### src/hdl/dvs_ram.sv
// Generic single-write, single-read RAM with a registered read port.
// No dependencies.
module dvs_ram #(
    parameter int WIDTH = 8,
    parameter int DEPTH = 8
) (
    input  logic                     clk,
    input  logic                     wr_en,
    input  logic [$clog2(DEPTH)-1:0] wr_addr,
    input  logic [WIDTH-1:0]         wr_data,
    input  logic                     rd_en,
    input  logic [$clog2(DEPTH)-1:0] rd_addr,
    output logic [WIDTH-1:0]         rd_data
);

    logic [WIDTH-1:0] mem [DEPTH];
    logic [WIDTH-1:0] rd_data_reg;

    always_ff @(posedge clk)
    begin
        if (wr_en)
        begin
            mem[wr_addr] <= wr_data;
        end
        if (rd_en)
        begin
            rd_data_reg <= mem[rd_addr];
        end
    end

    assign rd_data = rd_data_reg;

endmodule

### config.mk
export PLATFORM = sky130hd
export DESIGN_NAME = dvs_ram
export DESIGN_NICKNAME = d
export VERILOG_FILES = /design/src/hdl/dvs_ram.sv
export SDC_FILE = /design/constraint.sdc
export NUM_CORES = 1
export LEC_CHECK = 0
export ABC_AREA = 1
export CORE_MARGIN = 1.5
export CORE_UTILIZATION = 50
export CTS_BUF_LIST = sky130_fd_sc_hd__clkbuf_8
export DETAILED_ROUTE_END_ITERATION = 12
export DONT_BUFFER_PORTS = 1
export GPL_ROUTABILITY_DRIVEN = 1
export PLACE_DENSITY = 0.69
export SLEW_MARGIN = 10
export SYNTH_ARGS = -nofsm -noshare
export SYNTH_HDL_FRONTEND = slang
export SYNTH_SLANG_ARGS = --single-unit
### constraint.sdc
create_clock -name clk -period 1.3 [get_ports clk]
set_input_delay 0.195 -clock clk [delete_from_list [all_inputs] [get_ports clk]]
set_output_delay 0.195 -clock clk [all_outputs]
set_load 0.05 [all_outputs]
# Word level (Yosys, flattened, before mapping)
# Memories as Yosys holds them, arrays and structs flattened. A register that Yosys moved wholly into a read port is not among the register bits.
# Cells that the tools add are included.
# W data, S select, Z words.
totals:
  reg_bits: 0
  ram_bits: 64
  in_bits: 17
  output_inout_bits: 8
  wordCells: 3
  memories: 1
mem_list:
  columns: ["memory", "words", "word_bits", "read_ports", "rd_ports_with_merged_regs", "write_ports", "line", "source"]
  rows:
  - ["mem", 8, 8, 1, 1, 1, "16", "logic [WIDTH-1:0] mem [DEPTH];"]
op_classes:
  muxes: 2
ops:
  columns: ["op", "n"]
  rows:
  - ["$mux W1", 2]

# Longest topological paths before layout
# Gate-level depths: netlist of the first run.
logic_depth:
  word_depth: 2
  mapped_depth: 8
  mapped_depth_nobuf: 6

# Least setup slack after synthesis of the first run
# No wires, ideal clock.
synth_path:
  path_type: "input to register"
  from: "input wr_addr[0]"
  to: "memory mem[0][0] (enable)"
  arrival_time_ns: 0.700
  required_ns: 0.930
  path_slack_ns: 0.230
  cell_stages: 3
  path_cell_list: "inv_1 nand2_1 nor2_1"
synth_lines:
  columns: ["item", "line", "source"]
  rows:
  - ["start: declaration", "9", "input logic [$clog2(DEPTH)-1:0] wr_addr,"]
  - ["end: declaration", "16", null]
# Straight into the memory's write port.

# Final worst setup path of the first run
layout_path:
  from: "register rd_data_reg[6] (netlist: rd_data[6]), read port of mem"
  to: "output rd_data[6]"
layout_lines:
  columns: ["item", "line", "source"]
  rows:
  - ["start: declaration", "17", "logic [WIDTH-1:0] rd_data_reg;"]
  - ["end: declaration", "13", "output logic [WIDTH-1:0] rd_data"]
# No word-level cell between the ends.

==> results of run 1 <==
-- worst max path at each step --
stage | startpoint | endpoint | slack [ns] | cells after the start
6_report | rd_data[6]$_DFFE_PP_ | rd_data[6] | 0.10 | 0
5_1_grt | rd_data[4]$_DFFE_PP_ | rd_data[4] | 0.07 | 0
4_1_cts | rd_data[3]$_DFFE_PP_ | rd_data[3] | 0.1 | 0
3_5_place_dp | rd_addr[0] | rd_data[0]$_DFFE_PP_ | 0.27 | 6
3_3_place_gp | rd_addr[0] | rd_data[4]$_DFFE_PP_ | 0.30 | 6
2_1_floorplan | wr_addr[0] | mem[0][0]$_DFFE_PP_ | 0.23 | 3
-- stage by stage --
stage               instances  hold WS [ns]  power (mW)  util, %
detailed placement        375         0.294        3.01     53.2
global placement          375         0.294        3.00     53.2
floorplan                 303         0.294        3.00        -
finish                    398        0.0462        4.34     57.1
global route              398        0.0349        4.53     57.1
CTS                       398        0.0266        4.38     57.1
-- cell usage in the layout, fill, tap and decap left out, drive strengths merged --
master,n
buf,8
clkbuf,9
clkinv,2
dlygate4sd3,9
edfxtp,72
inv,73
nand2,110
nand3,32
nor2,8
-- repair_timing --
item                                   4_1_cts  5_1_grt
endpoints found under the hold margin       72        0
buffers inserted                             0        0
hold buffers                                 9        0
-- power groups by stage --
| stage | registers, mW | clock network (mW) | logic, mW |
|---|---|---|---|
| after global placement | 2.80 | 0 | 0.207 |
| after global routing | 2.75 | 1.47 | 0.302 |
| final | 2.75 | 1.33 | 0.258 |
| after CTS | 2.75 | 1.37 | 0.262 |
| after floorplan | 2.79 | 0 | 0.207 |
| after detailed placement | 2.80 | 0 | 0.213 |
-- kinds of logic after synthesis --
| family | after synthesis | share of synthesized area, % |
|---|---|---|
| AND/OR/NAND/NOR | 150 | 19.3 |
| buffers and inverters | 81 | 11.7 |
| flip-flops | 72 | 69.1 |
-- layout make-up --
cell class              instances  area share (%)
clock inverters                 5           0.586
clock buffers                   9            3.62
well taps                      75            2.75
repair buffers                 17            4.39
inverters                      70            7.76
flip-flops and latches         72            63.3
multi-input cells             150            17.6
-- routing by layer --
metal	wire, um	GRT usage [%]	vias up
li1	-	-	972
met4	78	7.80	0
met5	0	0	-
met3	312	6.26	6
met2	2540	26.8	44
met1	2520	26.4	844
==> key figures, run 1 <==
Run status
  • Status: completed

Setup path
  • R2R Path Start: mem[4][0]$_DFFE_PP_
  • Reg2reg end: rd_data[0]$_DFFE_PP_
  • CP Data Required Time: 1.11 ns
  • R2R Setup Slk: 0.33 ns
  • Reg2Reg Depth: 6
  • Worst setup SP type: register
  • Crit Path Class: register to output port
  • CP max FO: 1
  • Critical path arrival: 1.00 ns
  • CP endpoint kind: output port

STA
  • Slew margin rel.: 66.2%
  • Final Hold Viols: 0
  • Final period util: 92.1%
  • Worst slew pin tran: 0.507 ns
  • Top achievable clock speed: 835 MHz
  • Final setup viols: 0
  • Max Slew Vio Count: 0
  • Setup slack after layout: 0.103 ns
  • Min Tclk post-route: 1.20 ns
  • Setup Skew: 0.00632 ns
  • Setup Total Neg Slack: 0 ns
  • Unrepaired setup endpoints after global routing: false

Synthesis
  • Area contributors post-synth: edfxtp_1 69%, nand2_1 13%, inv_1 8.2%
  • Library cells used by synthesis: 10
  • Largest area contributor in the synthesized netlist: edfxtp_1
  • Post-synth EDFFs: 72
  • #FFs+latches synth: 72
  • Avg Inst Size Synth: 10.3 um2
  • Synth warn: 0
  • Synth top cells by count: 110 x nand2_1, 72 x edfxtp_1, 68 x inv_1
  • Cells after Synth: 303
  • Synth Net Count: 320
  • Cell Area, Synth: 3130 um2
  • Register area share after synthesis: 69.1%
  • Most numerous cell in the Yosys netlist: nand2_1
  • Top_reg_cell synth: edfxtp_1
  • Top cell type's share of synthesized area: 69.1%
  • Asr flop ratio synth: 0%

Final layout
  • Largest register FFs: 64
  • Finished Cell Area: 3420 um2
  • # fillers: 519
  • Share of layout cells above drive strength 1: 6.19%
  • Area Growth Syn to Fin: 9.19%
  • # diodes: 0
  • Area of the multi-input gates: 603 um2
  • Register area: 2160 um2
  • Nets: 337

Pwr
  • Switching share of power: 21.9%
  • Pwr dens: 1270 nW/um2
  • Internal power: 3.39 mW
  • NetSw: 0.952 mW
  • Maximum vdd drop: 0.853 mV
  • Leak: 1.57 nW
  • Comb pwr share: 5.9%
  • Clock Power Share: 30.7%
  • Reg power frac: 63.3%

Floorplan
  • Die area: 6740 um2
  • Core Area: 5990 um2
  • I/O pins: 25
  • Chip height: 82.1 um
  • Chip width: 82.1 um
  • Row count: 28
  • Initial Util: 52.3%

Place
  • Post-DP HPWL: 3.40 mm
  • Worst slack, placed: 0.273 ns
  • Post-DP Area: 3180 um2
  • Port Buffers: 0
  • RePlAce Congestion: 0.770

Drt
  • Post-DR vias/cell: 4.69
  • Antenna Nets Post-Route: 0
  • First-pass DRT Iterations: 4
  • DRT Wirelength: 5.46 mm
  • Initial drt markers: 115
  • Vias: 1866
  • WL/cell: 13.7 um
  • DRC Markers: 0

Clock tree
  • H-tree Lvls: 3
  • Post-CTS Resized: 0
  • Skew-Pair Late Insertion Delay: 0.33 ns
  • CTS buffer count: 9
  • Clk buf depth: 2
  • Root buffer cell: clkbuf_8
  • Worst-path clk slew: 0.07 ns
  • CTS tree: yes
  • Clk sinks: 72

Global routing
  • Vias in the first global route: 1771
  • Antenna violations before repair: 0
  • Largest net degree at the start of global routing: 34
  • First-pass GRT wire length: 8.74 mm
  • Total GRT Usage: 18.8%
  • Grt total ovfl: 0

Min path
  • Min-delay src: rd_addr[2]
  • Hold Path Cell Cnt: 2
  • Class of the worst hold path: input port to register
  • Worst Hold End: rd_data[7]$_DFFE_PP_

Run
  • Max Cap Viol: 0
Power figures use the tool's default switching activity.
==> run 2, diff against run 1 <==
- CORE_MARGIN: 1.5 -> 5
==> run 2 against run 1 <==
Against the previous run:
- fmax decreased by 0.55%
- count of clock-buffer cells in the layout unchanged
- clock skew about the same
- non-clock buffer count increased by 1
- die area increased by 18%
- register-to-register slack about the same
- worst setup slack got worse by 0.0066 ns
- combinational power about the same
- clock power about the same
- hold slack got worse by 0.0019 ns
- global-route usage decreased by 3.1 points
==> key figures, run 2 (synthesized netlist as in run 1, its figures left out) <==
Run status
  • Status: completed

STA
  • Max Slew Vio Count: 0
  • Unrepaired setup endpoints after global routing: false
  • Final Hold Viols: 0
  • Setup Total Neg Slack: 0 ns
  • Worst slew pin tran: 0.511 ns
  • Setup Skew: 0.00589 ns
  • Top achievable clock speed: 831 MHz
  • Final setup viols: 0
  • Worst hold margin: 0.0443 ns
  • Slew margin rel.: 66.0%
  • Setup slack after layout: 0.0964 ns
  • Min Tclk post-route: 1.20 ns
  • Final period util: 92.6%

Floorplan
  • Initial Util: 52.3%
  • Chip height: 89.1 um
  • Row count: 28
  • Core Area: 5990 um2
  • Chip width: 89.1 um
  • I/O pins: 25
  • Die area: 7940 um2

Final layout
  • # diodes: 0
  • Finished Layout Cells: 398
  • Area Growth Syn to Fin: 9.31%
  • Core Util, Final: 57.1%
  • Nets: 338
  • Commonest cells after routing, fill and taps aside: 110 x nand2_1, 72 x edfxtp_1, 69 x inv_1
  • Share of layout cells above drive strength 1: 6.50%
  • Finished Cell Area: 3420 um2
  • Most common cell after layout, fill and taps aside: nand2_1
  • Largest register FFs: 64

Global routing
  • Largest net degree at the start of global routing: 34
  • Total GRT Usage: 15.7%
  • Grt total ovfl: 0
  • Antenna violations before repair: 0
  • First-pass GRT wire length: 8.71 mm
  • Vias in the first global route: 1814

Pwr
  • Design Power: 4.36 mW
  • Leak: 1.56 nW
  • Maximum vdd drop: 0.580 mV
  • Pwr dens: 1270 nW/um2

Setup path
  • Crit Path Class: register to output port
  • CP max FO: 1
  • CP endpoint kind: output port
  • Worst setup SP type: register
  • Critical path arrival: 1.01 ns
  • CP Data Required Time: 1.11 ns

Clock tree
  • Clk sinks: 72
  • CTS buffer count: 9
  • Root buffer cell: clkbuf_8
  • Clk buf depth: 2
  • CTS tree: yes
  • Worst-path clk slew: 0.07 ns
  • Post-CTS Resized: 0
  • Skew-Pair Late Insertion Delay: 0.34 ns
  • Post-CTS Setup Inserts: 0
  • H-tree Lvls: 3

Drt
  • DRC Markers: 0
  • Post-DR vias/cell: 4.85
  • Antenna Nets Post-Route: 0
  • First-pass DRT Iterations: 4
  • Vias: 1931
  • WL/cell: 14.2 um
  • DRT Wirelength: 5.64 mm
  • Initial drt markers: 121

Min path
  • Class of the worst hold path: input port to register

Place
  • Post-DP Area: 3190 um2
  • Post-DP HPWL: 3.62 mm
  • Worst slack, placed: 0.271 ns
  • Port Buffers: 0
  • RePlAce Congestion: 0.775
  • Post-Place Cells: 376

Run
  • Max Cap Viol: 0
## run 2: cell count changes in the layout (fill, tap and decap cells not counted), sizes merged
cell	previous run	this run
inv	73	71
buf	8	9
clkinv	2	3
## run 2: power by group
group | internal [mW] | switching (mW) | leakage [nW] | total [mW]
sequential | 2.65 | 0.0939 | 0.661 | 2.75
combinational | 0.0951 | 0.166 | 0.824 | 0.261
clock | 0.636 | 0.712 | 0.0771 | 1.35
## run 2: layer usage
metal | track usage (%) | part of all wire (%) | up-vias
met2 | 22.8 | 45 | 52
li1 | - | - | 975
met1 | 20.5 | 46 | 895
met3 | 5.62 | 7.8 | 9
met5 | 0 | 0 | -
met4 | 8.39 | 1.7 | 0
## run 2: what timing repair did
action / 4_1_cts / 5_1_grt
endpoints found under the setup margin: 0 / 0
hold buffers: 9 / 0
endpoints found under the hold margin: 72 / 0
## run 2: path summary, 6_finish.rpt
path / start / to / slack [ns] / cells after the start
max: rd_data[5]$_DFFE_PP_ / rd_data[5] / 0.1 / 0
max reg2reg: mem[0][6]$_DFFE_PP_ / rd_data[6]$_DFFE_PP_ / 0.34 / 6
min: rd_addr[2] / rd_data[4]$_DFFE_PP_ / 0.04 / 2
min reg2reg: mem[4][4]$_DFFE_PP_ / rd_data[4]$_DFFE_PP_ / 0.70 / 6
## run 2: layout make-up
class	instances	area [um2]
clock buffers	9	124
clock inverters	4	16.3
fillers	535	2570
inverters	70	265
multi-input cells	150	603
flip-flops and latches	72	2160
well taps	75	93.8
repair buffers	18	158
==> run 3, diff against run 2 <==
- GPL_TIMING_DRIVEN: unset -> 1
- SETUP_SLACK_MARGIN: unset -> 0.5
==> run 3 against run 2 <==
Against the previous run:
- the run now ends with negative hold slack left
- first-iteration DRC count up 24%
- hold slack lost 0.084 ns
- core utilization is 3.5 points higher
- final cell count fell by 1.8%
- combinational power is 11% higher
- wire length grew 6.1%
- critical path depth stayed put
- sequential share of layout area fell by 3.6 points
- critical endpoint is now rd_data[4]
- largest power group unchanged
- highest routed layer unchanged
==> key figures, run 3 (synthesized netlist as in run 1, its figures left out) <==
Run status
  • Status: finished, violations left
  • Failing checks: negative hold slack

Final layout
  • Core Util, Final: 60.6%
  • Finished Layout Cells: 391
  • # diodes: 0
  • Largest register FFs: 64
  • Finished Cell Area: 3630 um2
  • Share of layout cells above drive strength 1: 12.0%
  • Nets: 328
  • Commonest cells after routing, fill and taps aside: 103 x nand2_1, 72 x edfxtp_1, 65 x inv_1
  • Most common cell after layout, fill and taps aside: nand2_1
  • Area Growth Syn to Fin: 15.9%

Floorplan
  • Die area: 7940 um2
  • Chip height: 89.1 um
  • I/O pins: 25
  • Initial Util: 52.3%
  • Row count: 28
  • Chip width: 89.1 um
  • Core Area: 5990 um2

Drt
  • WL/cell: 15.3 um
  • Initial drt markers: 150
  • Antenna Nets Post-Route: 0
  • DRC Markers: 0
  • Vias: 1904
  • Post-DR vias/cell: 4.87
  • First-pass DRT Iterations: 6
  • DRT Wirelength: 5.99 mm

Pwr
  • Maximum vdd drop: 0.724 mV
  • Design Power: 5.36 mW
  • Clock Power Share: 43.4%
  • Internal power: 4.23 mW
  • Comb pwr share: 5.4%
  • NetSw: 1.13 mW
  • Pwr dens: 1480 nW/um2
  • Leak: 1.61 nW
  • Reg power frac: 51.2%
  • Switching share of power: 21.0%

Clock tree
  • Clk buf depth: 2
  • Hold buffer count at CTS: 8
  • Clk sinks: 72
  • Skew-Pair Late Insertion Delay: 0.34 ns
  • Worst-path clk slew: 0.08 ns
  • Root buffer cell: clkbuf_8
  • CTS buffer count: 9
  • CTS tree: yes
  • H-tree Lvls: 3

Setup path
  • Reg2reg end: rd_data[3]$_DFFE_PP_
  • R2R Setup Slk: 0.29 ns
  • Reg2Reg Depth: 6
  • Worst setup SP type: register
  • CP max FO: 1
  • Critical path launch point: rd_data[4]$_DFFE_PP_
  • CP Data Required Time: 1.11 ns
  • Crit Path Class: register to output port
  • R2R Path Start: mem[3][3]$_DFFE_PP_
  • CP endpoint kind: output port
  • Critical path arrival: 1.01 ns

STA
  • Final setup viols: 0
  • Slew margin rel.: 66.4%
  • Final period util: 92.8%
  • Worst slew pin tran: 0.505 ns
  • Setup slack after layout: 0.0938 ns
  • Top achievable clock speed: 829 MHz
  • Final Hold Viols: 8
  • Worst hold margin: -0.0401 ns
  • Min Tclk post-route: 1.21 ns
  • Max Slew Vio Count: 0
  • Setup Total Neg Slack: 0 ns
  • Unrepaired setup endpoints after global routing: true
  • Setup Skew: 0.00569 ns

Global routing
  • Largest net degree at the start of global routing: 34
  • Vias in the first global route: 1865
  • Antenna violations before repair: 0
  • Total GRT Usage: 17.0%
  • First-pass GRT wire length: 9.47 mm
  • Grt total ovfl: 0

Run
  • Max Cap Viol: 0

Min path
  • Worst Hold End: rd_data[4]$_DFFE_PP_
  • Hold Path Cell Cnt: 0
  • Min-delay src: rd_en
  • Class of the worst hold path: input port to register

Place
  • Post-Place Cells: 367
  • Worst slack, placed: 0.303 ns
  • Post-DP Area: 3260 um2
  • RePlAce Congestion: 0.720
  • Port Buffers: 0
  • Post-DP HPWL: 3.71 mm
-- run 3: worst max-delay path by stage --
stage	end	slack (ns)	cells past startpoint
finish	rd_data[4]	0.09	0
floorplan	rd_data[6]$_DFFE_PP_	0.34	8
global placement	rd_data[3]$_DFFE_PP_	0.33	6
detailed placement	rd_data[3]$_DFFE_PP_	0.30	6
CTS	rd_data[4]	0.07	0
global route	rd_data[4]	0.05	0
-- run 3: area by class of cell --
type	count	area [um2]
multi-input cells	150	729
repair buffers	8	82.6
fillers	465	2360
flip-flops and latches	72	2160
well taps	75	93.8
clock buffers	9	124
inverters	70	297
clock inverters	7	141
-- run 3: layer usage --
layer,track usage (%),routed length [um]
met5,0,0
met3,3.13,377
met2,28.4,3090
met1,21.4,2480
met4,8.53,35
-- run 3: repair_timing --
| item | 4_1_cts | 5_1_grt |
|---|---|---|
| pin swaps | 6 | 1 |
| hold endpoints to repair | 72 | 8 |
| cloned | 0 | 0 |
| setup buffers | 0 | 0 |
| endpoints found under the setup margin | 16 | 17 |
| gates resized for setup | 0 | 5 |
-- run 3: power groups by stage --
| stage | clock (mW) | combinational (mW) | sequential [mW] |
|---|---|---|---|
| final | 2.32 | 0.290 | 2.74 |
| after global routing | 2.45 | 0.329 | 2.75 |
| after CTS | 2.33 | 0.288 | 2.74 |
| after detailed placement | 0 | 0.245 | 2.80 |
| after global placement | 0 | 0.237 | 2.80 |
| after floorplan | 0 | 0.244 | 2.79 |
